<file path="config.mk">
export PLATFORM = sky130hd
export DESIGN_NAME = mid_side_stereo_widener_top_flat
export DESIGN_NICKNAME = d
export VERILOG_FILES = /design/src/rtl/msw_pkg.sv /design/src/rtl/msw_if.sv /design/src/rtl/mid_side_stereo_widener_top.sv /design/src/flat_wrapper.sv
export VERILOG_INCLUDE_DIRS = /design/src /design/src/rtl
export SDC_FILE = /design/constraint.sdc
export NUM_CORES = 2
export LEC_CHECK = 0
export ABC_AREA = 1
export BUFFER_PORTS_ARGS = -buffer_cell sky130_fd_sc_hd__buf_2
export CAP_MARGIN = 40
export CELL_PAD_IN_SITES_DETAIL_PLACEMENT = 1
export CELL_PAD_IN_SITES_GLOBAL_PLACEMENT = 2
export CORE_MARGIN = 4
export CORE_UTILIZATION = 39
export CTS_CLUSTER_DIAMETER = 100
export DETAILED_ROUTE_END_ITERATION = 8
export GPL_TIMING_DRIVEN = 0
export PLACE_DENSITY = 0.87
export SLEW_MARGIN = 25
export SYNTH_ARGS = -nofsm -noshare
export SYNTH_HDL_FRONTEND = slang
export SYNTH_SLANG_ARGS = --single-unit
</file>
<file path="constraint.sdc">
create_clock -name i_clk -period 9.7 [get_ports i_clk]
set_input_delay 0.485 -clock i_clk [delete_from_list [all_inputs] [get_ports i_clk]]
set_output_delay 0.485 -clock i_clk [all_outputs]
set_load 0.01 [all_outputs]
</file>
<file path="src/rtl/assert_macros.svh">
// Assertion helper macros for the mid/side stereo widener RTL.
// Included by the modules that carry concurrent assertions.
`ifndef ASSERT_MACROS_SVH
`define ASSERT_MACROS_SVH

// Check on the rising clock edge, ignored while reset is asserted.
`define MSW_ASSERT(lbl, clk, rst_n, prop, msg) \
    lbl: assert property (@(posedge clk) disable iff (!rst_n) prop) else $error(msg);

// Check on the rising clock edge, also active during reset.
`define MSW_ASSERT_NR(lbl, clk, prop, msg) \
    lbl: assert property (@(posedge clk) prop) else $error(msg);

`endif

</file>
<file path="src/rtl/msw_pkg.sv">
// Package for the mid/side stereo widener: constants, register indexes,
// microcode field codes and the control store. No dependencies.
`timescale 1ns / 1ps

package msw_pkg;

    // Default sizes and fixed formats
    localparam int SAMPLE_BITS_DEF = 24;
    localparam int COEFF_BITS_DEF  = 16;
    localparam int ACC_W           = 32;
    localparam int MUL_A_W         = 36;   // widest operand: mid + rebuilt side
    localparam int GAIN_W          = 16;
    localparam int GAIN_FRAC       = 14;
    localparam int GAIN_ONE        = 16384;
    localparam int WIDTH_W         = 15;
    localparam int WIDTH_MAX       = 24576;
    localparam int WIDTH_RST       = 16384;
    localparam int BAL_W           = 16;
    localparam int LOW_COEFF_RST   = 1700;
    localparam int CFG_IDX_W       = 3;

    // Configuration register indexes
    localparam logic [CFG_IDX_W-1:0] REG_BYPASS     = 3'd0;
    localparam logic [CFG_IDX_W-1:0] REG_STEREO     = 3'd1;
    localparam logic [CFG_IDX_W-1:0] REG_MONO_BELOW = 3'd2;
    localparam logic [CFG_IDX_W-1:0] REG_LOW_COEFF  = 3'd3;
    localparam logic [CFG_IDX_W-1:0] REG_HIGH_COEFF = 3'd4;
    localparam logic [CFG_IDX_W-1:0] REG_WIDTH_GAIN = 3'd5;
    localparam logic [CFG_IDX_W-1:0] REG_BALANCE    = 3'd6;

    // Step counter
    localparam int STEP_W = 4;
    localparam logic [STEP_W-1:0] STEP_EMIT = 4'd12;

    // Work register operation
    localparam logic [1:0] T_NONE    = 2'd0;
    localparam logic [1:0] T_DIFF_LO = 2'd1;   // side - acc_lo
    localparam logic [1:0] T_DIFF_HI = 2'd2;   // side - acc_lo - acc_hi
    localparam logic [1:0] T_SUM     = 2'd3;   // low part + widened high part

    // Multiplier A operand
    localparam logic [1:0] MA_T      = 2'd0;
    localparam logic [1:0] MA_ACC_HI = 2'd1;
    localparam logic [1:0] MA_U      = 2'd2;
    localparam logic [1:0] MA_V      = 2'd3;

    // Multiplier B operand
    localparam logic [2:0] MB_LOW  = 3'd0;
    localparam logic [2:0] MB_HIGH = 3'd1;
    localparam logic [2:0] MB_WG   = 3'd2;
    localparam logic [2:0] MB_GL   = 3'd3;
    localparam logic [2:0] MB_GR   = 3'd4;

    // Accumulator write-back
    localparam logic [1:0] AW_NONE = 2'd0;
    localparam logic [1:0] AW_LO   = 2'd1;
    localparam logic [1:0] AW_HI   = 2'd2;

    // Sequencing
    localparam logic [1:0] SQ_NEXT = 2'd0;
    localparam logic [1:0] SQ_BYP  = 2'd1;   // jump to target when bypass is set
    localparam logic [1:0] SQ_EMIT = 2'd2;   // hand result out, then go idle
    localparam logic [1:0] SQ_JUMP = 2'd3;

    typedef struct packed {
        logic [1:0]        t_op;
        logic [1:0]        ma;
        logic [2:0]        mb;
        logic              mul_en;
        logic [1:0]        acc_wr;
        logic              split;
        logic              rebuild;
        logic              outl;
        logic [1:0]        seq;
        logic [STEP_W-1:0] target;
    } t_uword;

    // Control store: one control word per step
    function automatic t_uword ucode(input logic [STEP_W-1:0] step);
        t_uword w;
        w = '0;
        case (step)
            4'd0: begin
                w.split  = 1'b1;
                w.seq    = SQ_BYP;
                w.target = STEP_EMIT;
            end
            4'd1: begin
                w.t_op = T_DIFF_LO;
            end
            4'd2: begin
                w.ma     = MA_T;
                w.mb     = MB_LOW;
                w.mul_en = 1'b1;
            end
            4'd3: begin
                w.acc_wr = AW_LO;
            end
            4'd4: begin
                w.t_op = T_DIFF_HI;
            end
            4'd5: begin
                w.ma     = MA_T;
                w.mb     = MB_HIGH;
                w.mul_en = 1'b1;
            end
            4'd6: begin
                w.acc_wr = AW_HI;
            end
            4'd7: begin
                w.ma     = MA_ACC_HI;
                w.mb     = MB_WG;
                w.mul_en = 1'b1;
            end
            4'd8: begin
                w.t_op = T_SUM;
            end
            4'd9: begin
                w.rebuild = 1'b1;
            end
            4'd10: begin
                w.ma     = MA_U;
                w.mb     = MB_GL;
                w.mul_en = 1'b1;
            end
            4'd11: begin
                w.ma     = MA_V;
                w.mb     = MB_GR;
                w.mul_en = 1'b1;
                w.outl   = 1'b1;
            end
            4'd12: begin
                w.seq = SQ_EMIT;
            end
            default: begin
                w.seq    = SQ_JUMP;
                w.target = STEP_EMIT;
            end
        endcase
        return w;
    endfunction

endpackage

</file>
<file path="src/rtl/msw_if.sv">
// Channel interfaces for the mid/side stereo widener: sample input,
// sample output and configuration write. Depends on nothing.
`timescale 1ns / 1ps

interface msw_in_if #(parameter int SAMPLE_BITS = 24);
    logic                          valid;
    logic                          ready;
    logic signed [SAMPLE_BITS-1:0] left_in;
    logic signed [SAMPLE_BITS-1:0] right_in;
    modport source (output valid, output left_in, output right_in, input ready);
    modport sink   (input valid, input left_in, input right_in, output ready);
endinterface

interface msw_out_if #(parameter int SAMPLE_BITS = 24);
    logic                          valid;
    logic                          ready;
    logic signed [SAMPLE_BITS-1:0] left_out;
    logic signed [SAMPLE_BITS-1:0] right_out;
    modport source (output valid, output left_out, output right_out, input ready);
    modport sink   (input valid, input left_out, input right_out, output ready);
endinterface

interface msw_cfg_if #(parameter int IDX_W = 3, parameter int DATA_W = 16);
    logic              valid;
    logic              ready;
    logic [IDX_W-1:0]  index;
    logic [DATA_W-1:0] data;
    modport source (output valid, output index, output data, input ready);
    modport sink   (input valid, input index, input data, output ready);
endinterface

</file>
<file path="src/rtl/mid_side_stereo_widener_top.sv">
// Mid/side stereo widener top level: microcoded sequencer over one shared
// multiplier. Depends on msw_pkg, msw_if.sv and assert_macros.svh.
`timescale 1ns / 1ps
`include "assert_macros.svh"

// Usage
//   i_in  : one stereo pair per request (left_in, right_in, signed Q3.20).
//   o_out : one processed pair per accepted input, in order.
//   i_cfg : register writes (index, data); always ready, write only while idle.
// Sequencing
//   A pair runs through a 13-step control program that shares one
//   multiplier (filter updates, width gain, two balance gains); in bypass
//   the program jumps from its first step straight to its last.
//   The next pair is accepted in the cycle the current result is loaded,
//   so no new pair is taken while the current one is still in the program.
// Reset
//   Synchronous, active low: the sequencer goes idle, the output register
//   empties, both filter accumulators clear and registers take their defaults.
// Backpressure
//   The result waits in the output register. The sequencer holds on its
//   last step until that register is free, and no new pair is accepted
//   until then.

module mid_side_stereo_widener_top #(
    parameter int SAMPLE_BITS = msw_pkg::SAMPLE_BITS_DEF,
    parameter int COEFF_BITS  = msw_pkg::COEFF_BITS_DEF
) (
    input  logic        i_clk,
    input  logic        i_rst_n,
    msw_in_if.sink      i_in,
    msw_out_if.source   o_out,
    msw_cfg_if.sink     i_cfg
);
    import msw_pkg::*;

    localparam int MUL_B_W = ((COEFF_BITS > WIDTH_W) ? COEFF_BITS : WIDTH_W) + 1;
    localparam int PROD_W  = MUL_A_W + MUL_B_W;
    localparam int FILT_W  = PROD_W - COEFF_BITS + 1;

    localparam logic signed [PROD_W-1:0] HALF_C = PROD_W'(1) <<< (COEFF_BITS - 1);
    localparam logic signed [PROD_W-1:0] HALF_G = PROD_W'(1) <<< (GAIN_FRAC - 1);
    localparam logic signed [PROD_W-1:0] FOUR_P = PROD_W'(1) <<< (SAMPLE_BITS - 2);
    localparam logic signed [FILT_W-1:0] ACC_MAX_F = (FILT_W'(1) <<< (ACC_W - 1)) - 1;
    localparam logic signed [FILT_W-1:0] ACC_MIN_F = -(FILT_W'(1) <<< (ACC_W - 1));

    // Configuration registers
    logic                     r_bypass;
    logic                     r_stereo;
    logic                     r_mono_below;
    logic [COEFF_BITS-1:0]    r_low_coeff;
    logic [COEFF_BITS-1:0]    r_high_coeff;
    logic [WIDTH_W-1:0]       r_width_gain;
    logic signed [BAL_W-1:0]  r_balance;

    // Sequencer state
    logic                     r_busy;
    logic [STEP_W-1:0]        r_step;
    t_uword                   w_uw;

    // Datapath
    logic signed [SAMPLE_BITS-1:0] r_l, r_rin, r_mid, r_side, r_out_l;
    logic signed [ACC_W-1:0]       r_acc_lo, r_acc_hi;
    logic signed [MUL_A_W-1:0]     r_t, r_u, r_v;
    logic signed [PROD_W-1:0]      r_p;

    // Output register
    logic                          r_o_valid;
    logic signed [SAMPLE_BITS-1:0] r_o_left, r_o_right;

    logic                          w_in_fire, w_emit_fire, w_cfg_fire;
    logic signed [SAMPLE_BITS-1:0] w_r;
    logic signed [SAMPLE_BITS:0]   w_sum, w_dif;
    logic signed [MUL_A_W-1:0]     w_ma, n_t;
    logic signed [MUL_B_W-1:0]     w_mb;
    logic [GAIN_W-1:0]             w_gl, w_gr;
    logic [WIDTH_W-1:0]            w_wg;
    logic signed [PROD_W-1:0]      w_p_rc, w_p_rg, w_p_clamp;
    logic signed [ACC_W-1:0]       w_acc_src, n_acc;
    logic signed [FILT_W-1:0]      w_filt;
    logic signed [SAMPLE_BITS-1:0] n_o_left, n_o_right;

    // Handshakes
    assign w_uw        = ucode(r_step);
    assign w_emit_fire = r_busy && (w_uw.seq == SQ_EMIT) && (!r_o_valid || o_out.ready);
    assign i_in.ready  = !r_busy || w_emit_fire;
    assign w_in_fire   = i_in.valid && i_in.ready;
    assign i_cfg.ready = 1'b1;
    assign w_cfg_fire  = i_cfg.valid && i_cfg.ready;

    assign o_out.valid     = r_o_valid;
    assign o_out.left_out  = r_o_left;
    assign o_out.right_out = r_o_right;

    // Mid/side split
    assign w_r   = r_stereo ? r_rin : r_l;
    assign w_sum = {r_l[SAMPLE_BITS-1], r_l} + {w_r[SAMPLE_BITS-1], w_r};
    assign w_dif = {r_l[SAMPLE_BITS-1], r_l} - {w_r[SAMPLE_BITS-1], w_r};

    // Gains: clamped width, balance split into left and right
    assign w_wg = (r_width_gain > WIDTH_MAX) ? WIDTH_W'(WIDTH_MAX) : r_width_gain;

    always_comb begin
        if (r_balance <= 0) begin
            w_gl = GAIN_W'(GAIN_ONE);
        end else if (r_balance >= GAIN_ONE) begin
            w_gl = '0;
        end else begin
            w_gl = GAIN_W'(GAIN_ONE - r_balance);
        end
        if (r_balance >= 0) begin
            w_gr = GAIN_W'(GAIN_ONE);
        end else if (r_balance <= -GAIN_ONE) begin
            w_gr = '0;
        end else begin
            w_gr = GAIN_W'(GAIN_ONE + r_balance);
        end
    end

    // Rounded product views
    assign w_p_rc = (r_p + HALF_C) >>> COEFF_BITS;
    assign w_p_rg = (r_p + HALF_G) >>> GAIN_FRAC;

    always_comb begin
        if (w_p_rg > FOUR_P) begin
            w_p_clamp = FOUR_P;
        end else if (w_p_rg < -FOUR_P) begin
            w_p_clamp = -FOUR_P;
        end else begin
            w_p_clamp = w_p_rg;
        end
    end

    // Filter update with saturation to the accumulator width
    assign w_acc_src = (w_uw.acc_wr == AW_HI) ? r_acc_hi : r_acc_lo;
    assign w_filt    = FILT_W'(w_acc_src) + FILT_W'(w_p_rc);

    always_comb begin
        if (w_filt > ACC_MAX_F) begin
            n_acc = ACC_W'(ACC_MAX_F);
        end else if (w_filt < ACC_MIN_F) begin
            n_acc = ACC_W'(ACC_MIN_F);
        end else begin
            n_acc = ACC_W'(w_filt);
        end
    end

    // Work register source
    always_comb begin
        case (w_uw.t_op)
            T_DIFF_LO: n_t = MUL_A_W'(r_side) - MUL_A_W'(r_acc_lo);
            T_DIFF_HI: n_t = MUL_A_W'(r_side) - MUL_A_W'(r_acc_lo)
                           - MUL_A_W'(r_acc_hi);
            T_SUM:     n_t = (r_mono_below ? '0 : MUL_A_W'(r_acc_lo))
                           + MUL_A_W'(w_p_rg);
            default:   n_t = r_t;
        endcase
    end

    // Multiplier operand selection
    always_comb begin
        case (w_uw.ma)
            MA_T:      w_ma = r_t;
            MA_ACC_HI: w_ma = MUL_A_W'(r_acc_hi);
            MA_U:      w_ma = r_u;
            MA_V:      w_ma = r_v;
            default:   w_ma = r_t;
        endcase
        case (w_uw.mb)
            MB_LOW:  w_mb = MUL_B_W'(r_low_coeff);
            MB_HIGH: w_mb = MUL_B_W'(r_high_coeff);
            MB_WG:   w_mb = MUL_B_W'(w_wg);
            MB_GL:   w_mb = MUL_B_W'(w_gl);
            MB_GR:   w_mb = MUL_B_W'(w_gr);
            default: w_mb = '0;
        endcase
    end

    // Result selection at emit
    assign n_o_left  = r_bypass ? r_l : r_out_l;
    assign n_o_right = (r_bypass || !r_stereo) ? r_rin : SAMPLE_BITS'(w_p_clamp);

    // Control state, filter state and configuration
    always_ff @(posedge i_clk) begin
        if (!i_rst_n) begin
            r_busy       <= 1'b0;
            r_step       <= '0;
            r_o_valid    <= 1'b0;
            r_acc_lo     <= '0;
            r_acc_hi     <= '0;
            r_bypass     <= 1'b0;
            r_stereo     <= 1'b1;
            r_mono_below <= 1'b0;
            r_low_coeff  <= COEFF_BITS'(LOW_COEFF_RST);
            r_high_coeff <= '1;
            r_width_gain <= WIDTH_W'(WIDTH_RST);
            r_balance    <= '0;
        end else begin
            // sequencer
            if (w_in_fire) begin
                r_busy <= 1'b1;
                r_step <= '0;
            end else if (w_emit_fire) begin
                r_busy <= 1'b0;
            end else if (r_busy) begin
                case (w_uw.seq)
                    SQ_NEXT: r_step <= r_step + 1'b1;
                    SQ_BYP:  r_step <= r_bypass ? w_uw.target : r_step + 1'b1;
                    SQ_JUMP: r_step <= w_uw.target;
                    default: r_step <= r_step;
                endcase
            end

            // output register
            if (w_emit_fire) begin
                r_o_valid <= 1'b1;
            end else if (o_out.ready) begin
                r_o_valid <= 1'b0;
            end

            // filter accumulators
            if (r_busy && (w_uw.acc_wr == AW_LO)) begin
                r_acc_lo <= n_acc;
            end
            if (r_busy && (w_uw.acc_wr == AW_HI)) begin
                r_acc_hi <= n_acc;
            end

            // configuration writes
            if (w_cfg_fire) begin
                case (i_cfg.index)
                    REG_BYPASS:     r_bypass     <= i_cfg.data[0];
                    REG_STEREO:     r_stereo     <= i_cfg.data[0];
                    REG_MONO_BELOW: r_mono_below <= i_cfg.data[0];
                    REG_LOW_COEFF:  r_low_coeff  <= COEFF_BITS'(i_cfg.data);
                    REG_HIGH_COEFF: r_high_coeff <= COEFF_BITS'(i_cfg.data);
                    REG_WIDTH_GAIN: r_width_gain <= i_cfg.data[WIDTH_W-1:0];
                    REG_BALANCE:    r_balance    <= i_cfg.data[BAL_W-1:0];
                    default: ;
                endcase
            end
        end
    end

    // Datapath registers
    always_ff @(posedge i_clk) begin
        if (w_in_fire) begin
            r_l   <= i_in.left_in;
            r_rin <= i_in.right_in;
        end
        if (r_busy) begin
            if (w_uw.split) begin
                r_mid  <= w_sum[SAMPLE_BITS:1];
                r_side <= w_dif[SAMPLE_BITS:1];
            end
            r_t <= n_t;
            if (w_uw.rebuild) begin
                r_u <= MUL_A_W'(r_mid) + r_t;
                r_v <= MUL_A_W'(r_mid) - r_t;
            end
            if (w_uw.mul_en) begin
                r_p <= w_ma * w_mb;
            end
            if (w_uw.outl) begin
                r_out_l <= SAMPLE_BITS'(w_p_clamp);
            end
        end
        if (w_emit_fire) begin
            r_o_left  <= n_o_left;
            r_o_right <= n_o_right;
        end
    end

    // Assertions
    `MSW_ASSERT(a_step_range, i_clk, i_rst_n, r_busy |-> (r_step <= STEP_EMIT),
        "step counter left the control program")
    `MSW_ASSERT(a_start, i_clk, i_rst_n, w_in_fire |=> (r_busy && (r_step == '0)),
        "accepted request did not start the program at step zero")
    `MSW_ASSERT(a_emit, i_clk, i_rst_n, w_emit_fire |=> r_o_valid,
        "emitted result missing from the output register")
    `MSW_ASSERT(a_bypass_hold, i_clk, i_rst_n,
        (r_busy && r_bypass) |=> ($stable(r_acc_lo) && $stable(r_acc_hi)),
        "filter state changed during a bypassed request")
    `MSW_ASSERT_NR(a_reset_empty, i_clk, !i_rst_n |=> !r_o_valid,
        "output register not empty after reset")

endmodule
</file>
<file path="src/flat_wrapper.sv">
// flat-port wrapper written by rule: the top's interface ports become plain ports
module mid_side_stereo_widener_top_flat import msw_pkg::*;
#(
    parameter int SAMPLE_BITS = msw_pkg::SAMPLE_BITS_DEF,
    parameter int COEFF_BITS  = msw_pkg::COEFF_BITS_DEF
)
  (i_clk, i_rst_n, i_in_valid, i_in_left_in, i_in_right_in, i_in_ready, o_out_valid, o_out_left_out, o_out_right_out, o_out_ready, i_cfg_valid, i_cfg_index, i_cfg_data, i_cfg_ready);
  msw_in_if #(.SAMPLE_BITS(SAMPLE_BITS)) i_in_i ();
  msw_out_if #(.SAMPLE_BITS(SAMPLE_BITS)) o_out_i ();
  msw_cfg_if i_cfg_i ();
  input  logic i_clk;
  input  logic i_rst_n;
  input wire logic [$bits(i_in_i.valid)-1:0] i_in_valid;
  input wire logic [$bits(i_in_i.left_in)-1:0] i_in_left_in;
  input wire logic [$bits(i_in_i.right_in)-1:0] i_in_right_in;
  output wire logic [$bits(i_in_i.ready)-1:0] i_in_ready;
  output wire logic [$bits(o_out_i.valid)-1:0] o_out_valid;
  output wire logic [$bits(o_out_i.left_out)-1:0] o_out_left_out;
  output wire logic [$bits(o_out_i.right_out)-1:0] o_out_right_out;
  input wire logic [$bits(o_out_i.ready)-1:0] o_out_ready;
  input wire logic [$bits(i_cfg_i.valid)-1:0] i_cfg_valid;
  input wire logic [$bits(i_cfg_i.index)-1:0] i_cfg_index;
  input wire logic [$bits(i_cfg_i.data)-1:0] i_cfg_data;
  output wire logic [$bits(i_cfg_i.ready)-1:0] i_cfg_ready;
  assign i_in_i.valid = i_in_valid;
  assign i_in_i.left_in = i_in_left_in;
  assign i_in_i.right_in = i_in_right_in;
  assign i_in_ready = i_in_i.ready;
  assign o_out_valid = o_out_i.valid;
  assign o_out_left_out = o_out_i.left_out;
  assign o_out_right_out = o_out_i.right_out;
  assign o_out_i.ready = o_out_ready;
  assign i_cfg_i.valid = i_cfg_valid;
  assign i_cfg_i.index = i_cfg_index;
  assign i_cfg_i.data = i_cfg_data;
  assign i_cfg_ready = i_cfg_i.ready;
  mid_side_stereo_widener_top #(.SAMPLE_BITS(SAMPLE_BITS), .COEFF_BITS(COEFF_BITS)) u_core (.i_clk(i_clk), .i_rst_n(i_rst_n), .i_in(i_in_i), .o_out(o_out_i), .i_cfg(i_cfg_i));
endmodule
</file>
==> flow_summary.ini <==
[cells_and_area]
drive_gt1_share_pct = 7.13
area_growth_pct = 11.2
nNetsFinal = 8928
fillers = 18057
multiInputGateArea_mm2 = 0.0374
area.sequential_mm2 = 0.0122

[logic_synthesis]
ys_ff_latch = 451
netlist-cell-type-count = 66
ys_top_cells_by_area = fa_1, edfxtp_1, nand2_1
synth.top_cell.area_share_pct = 19.5
synth_cells = 7632
yosysWarningCount = 0
synth_common_cells = nand2_1, inv_1, nor2_1
synth_edf_count = 315
ys_seq_area_share_pct = 21.6
async_flop_share_pct = 0
synth.avg_cell_area_um2 = 7.40
syn_nets = 8642
synth_most_common_cell = nand2_1
yosys_most_used_dff = edfxtp_1
synth_area_mm2 = 0.0565
yosys.area.top_type = fa_1

[setup_path]
crit_required_ns = 10.17
critPathMaxFanout = 10
max_stage_delay_ns = 0.62
crit_arrival_ns = 9.93
cp_common_cell = fa_1
critPathLaunchType = flip-flop
critical_path_class = reg -> reg
crit_path_top_delay_cell = fa_1
crit_path_end_kind = flip-flop

[sta]
period_needed_ns = 9.46
worstMarginPinSlew_ns = 0.941
finalCritPeriodShare_pct = 97.5
maxSlewViolCount = 0
finClkSkew_ns = 0.0262
fin_ws_ns = 0.240
fmax_mhz = 106
whs_ns = 0.0718
max_slew_margin_pct = 36.8
hold_viol_final = 0
setup_violations = 0
rsz0062_at_grt = true

[global_route]
grtUsageTotal_pct = 33.4
grt-ovfl-total = 0
antenna_found_initial = 28
grt_max_degree = 25
grt_pass1_vias = 56046
grt_pass1_wl_mm = 374

[power]
switching_power_w = 0.0107
p_sw_share_pct = 56.6
p_per_area_mw_per_mm2 = 302
internal_power_w = 0.00825
pwr-share-seq_pct = 14.4
leakagePower_nw = 30.9
peakVddDrop_uv = 440
comb_power_share_pct = 73.5
clkPwrFrac_pct = 12.1

[clock_tree]
cts_tree = done
clk_latency_ns = 0.69
cts_sinks = 451
cts_buffers = 57
htree_levels = 2
ctsRootBufferMaster = clkbuf_16
path_clk_slew_ns = 0.06
clk_path_buf_depth = 3

[floorplan]
initial_core_util_pct = 39.3
io_pins = 123
num_rows = 139
die_w_um = 389
die_h_um = 389
core_mm2 = 0.144
die_area_mm2 = 0.151

[job]
cap_violations = 0

[placement]
place_hpwl_mm = 220
portBuffers = 121
place_congestion = 1.00
pre_cts_ws_ns = -0.384

[min_path]
hold_path_class = in -> reg

[routing]
wire_per_inst_um = 25.9
drt_first_iter_violations = 4443
ant_nets = 0
drt_wl_total_mm = 256
vias = 54104
drt-vias-per-instance = 5.48
firstDrtPassIters = 5
drcViolationCount = 0

[status]
status = finished clean
==> worst paths after layout <==
check                           slack (ns)                           startpoint                                  end  cells after the start
worst max register to register        0.24        u_core.r_step[1]$_SDFFE_PP0P_             u_core.r_p[47]$_DFFE_PP_                     36
worst max-delay path                  0.24        u_core.r_step[1]$_SDFFE_PP0P_             u_core.r_p[47]$_DFFE_PP_                     36
worst min register to register        0.46  u_core.r_low_coeff[10]$_SDFFE_PN1P_  u_core.r_low_coeff[10]$_SDFFE_PN1P_                      2
worst min-delay path                  0.07                        i_cfg_data[5]  u_core.r_high_coeff[5]$_SDFFE_PN1P_                      3
==> through the flow <==
step	setup TNS [ns]	util [%]	total power, W	area (um^2)	instances
2_1_floorplan	0	-	0.0110	56500	7632
3_3_place_gp	-101.53	41.4	0.0163	59500	9656
3_5_place_dp	-0.619	41.8	0.0165	60100	9706
4_1_cts	0	43.5	0.0190	62600	9856
5_1_grt	-0.0309	43.7	0.0203	62800	9870
6_report	0	43.7	0.0190	62800	9877
==> what timing repair did <==
item                                    4_1_cts  5_1_grt
hold buffers                                 43        0
endpoints found under the hold margin        43        0
gates resized for setup                      10       32
pin swaps                                     0        2
endpoints found under the setup margin        6       17
buffers inserted                              0        5
==> cells by family after synthesis <==
family / after synthesis / synth area share (%)
simple gates: 2901 / 21.3
xor+xnor: 271 / 4.21
buf+inv: 1858 / 12.7
compound gates: 1212 / 12.1
fa+ha+maj: 938 / 28.1
flops: 451 / 21.6
other cells: 1 / 0.00664
==> flip-flops by register name (all words and copies together), names as in the netlist <==
signal and cells:
u_core.o_out.left_out 24, u_core.r_acc_hi 32, u_core.r_p 40, u_core.r_low_coeff 16, u_core.o_out.right_out 24, u_core.r_mono_below 1
u_core.r_v 36, u_core.r_out_l 24, u_core.r_width_gain 15, u_core.r_busy 1, u_core.r_mid 24, u_core.r_bypass 1
u_core.r_balance 16, u_core.r_rin 24, u_core.r_t 36, u_core.r_acc_lo 32, u_core.r_stereo 1, u_core.o_out.valid 1
u_core.r_u 35, u_core.r_side 24, u_core.r_step 4, u_core.r_l 24, u_core.r_high_coeff 16
==> layer usage <==
metal	track usage, %	vias to the layer above	wire length (um)
met5	0	-	101
met4	11.1	12	10300
met3	6.18	412	20800
met2	53.0	1989	114000
met1	46.0	27159	111000
li1	-	24532	-
==> power by group through the flow <==
stage          sequential [W]  combinational (W)  clock [W]
3_3_place_gp          0.00277             0.0135          0
3_5_place_dp          0.00277             0.0137          0
2_1_floorplan         0.00271            0.00827          0
6_report              0.00273             0.0140    0.00230
5_1_grt               0.00273             0.0152    0.00241
4_1_cts               0.00273             0.0139    0.00232
==> worst max-delay path: cells and delay by family (launching register included) <==
family	cells	cell delay (ns)
fa+ha+maj	8	3.79
buf+inv	13	2.27
simple gates	10	1.63
compound gates	4	0.80
flops	1	0.40
xor+xnor	1	0.28
==> cell usage in the layout, fill, tap and decap left out, drive strengths merged, types with 9 or more instances in the layout <==
| master | count |
|---|---|
| nand2 | 1723 |
| inv | 1616 |
| nor2 | 616 |
| a21oi | 575 |
| fa | 551 |
| ha | 387 |
| o21ai | 351 |
| nand3 | 328 |
| edfxtp | 315 |
| buf | 292 |
| xor2 | 225 |
| clkbuf | 194 |
| dfxtp | 136 |
| nor3 | 79 |
| a31oi | 63 |
| or2 | 52 |
| nand4 | 49 |
| xnor2 | 46 |
| dlygate4sd3 | 43 |
| o2111ai | 36 |
| clkinv | 32 |
| o21bai | 27 |
| a21o | 25 |
| o21a | 25 |
| o211ai | 25 |
| nor4 | 21 |
| a21boi | 17 |
| nand3b | 16 |
| o221ai | 13 |
| and2 | 11 |
| a22o | 9 |
| o31ai | 9 |
==> cell type report <==
class                   count  area share [%]
clock buffers              61            2.33
repair buffers            228            2.73
plain buffers             241            1.82
inverters                1616            9.66
clock inverters            46           0.804
well taps                1903            3.79
multi-input cells        5323            59.5
diodes                      8          0.0319
flip-flops and latches    451            19.4
Note: power is estimated with default switching activity, not from simulation.
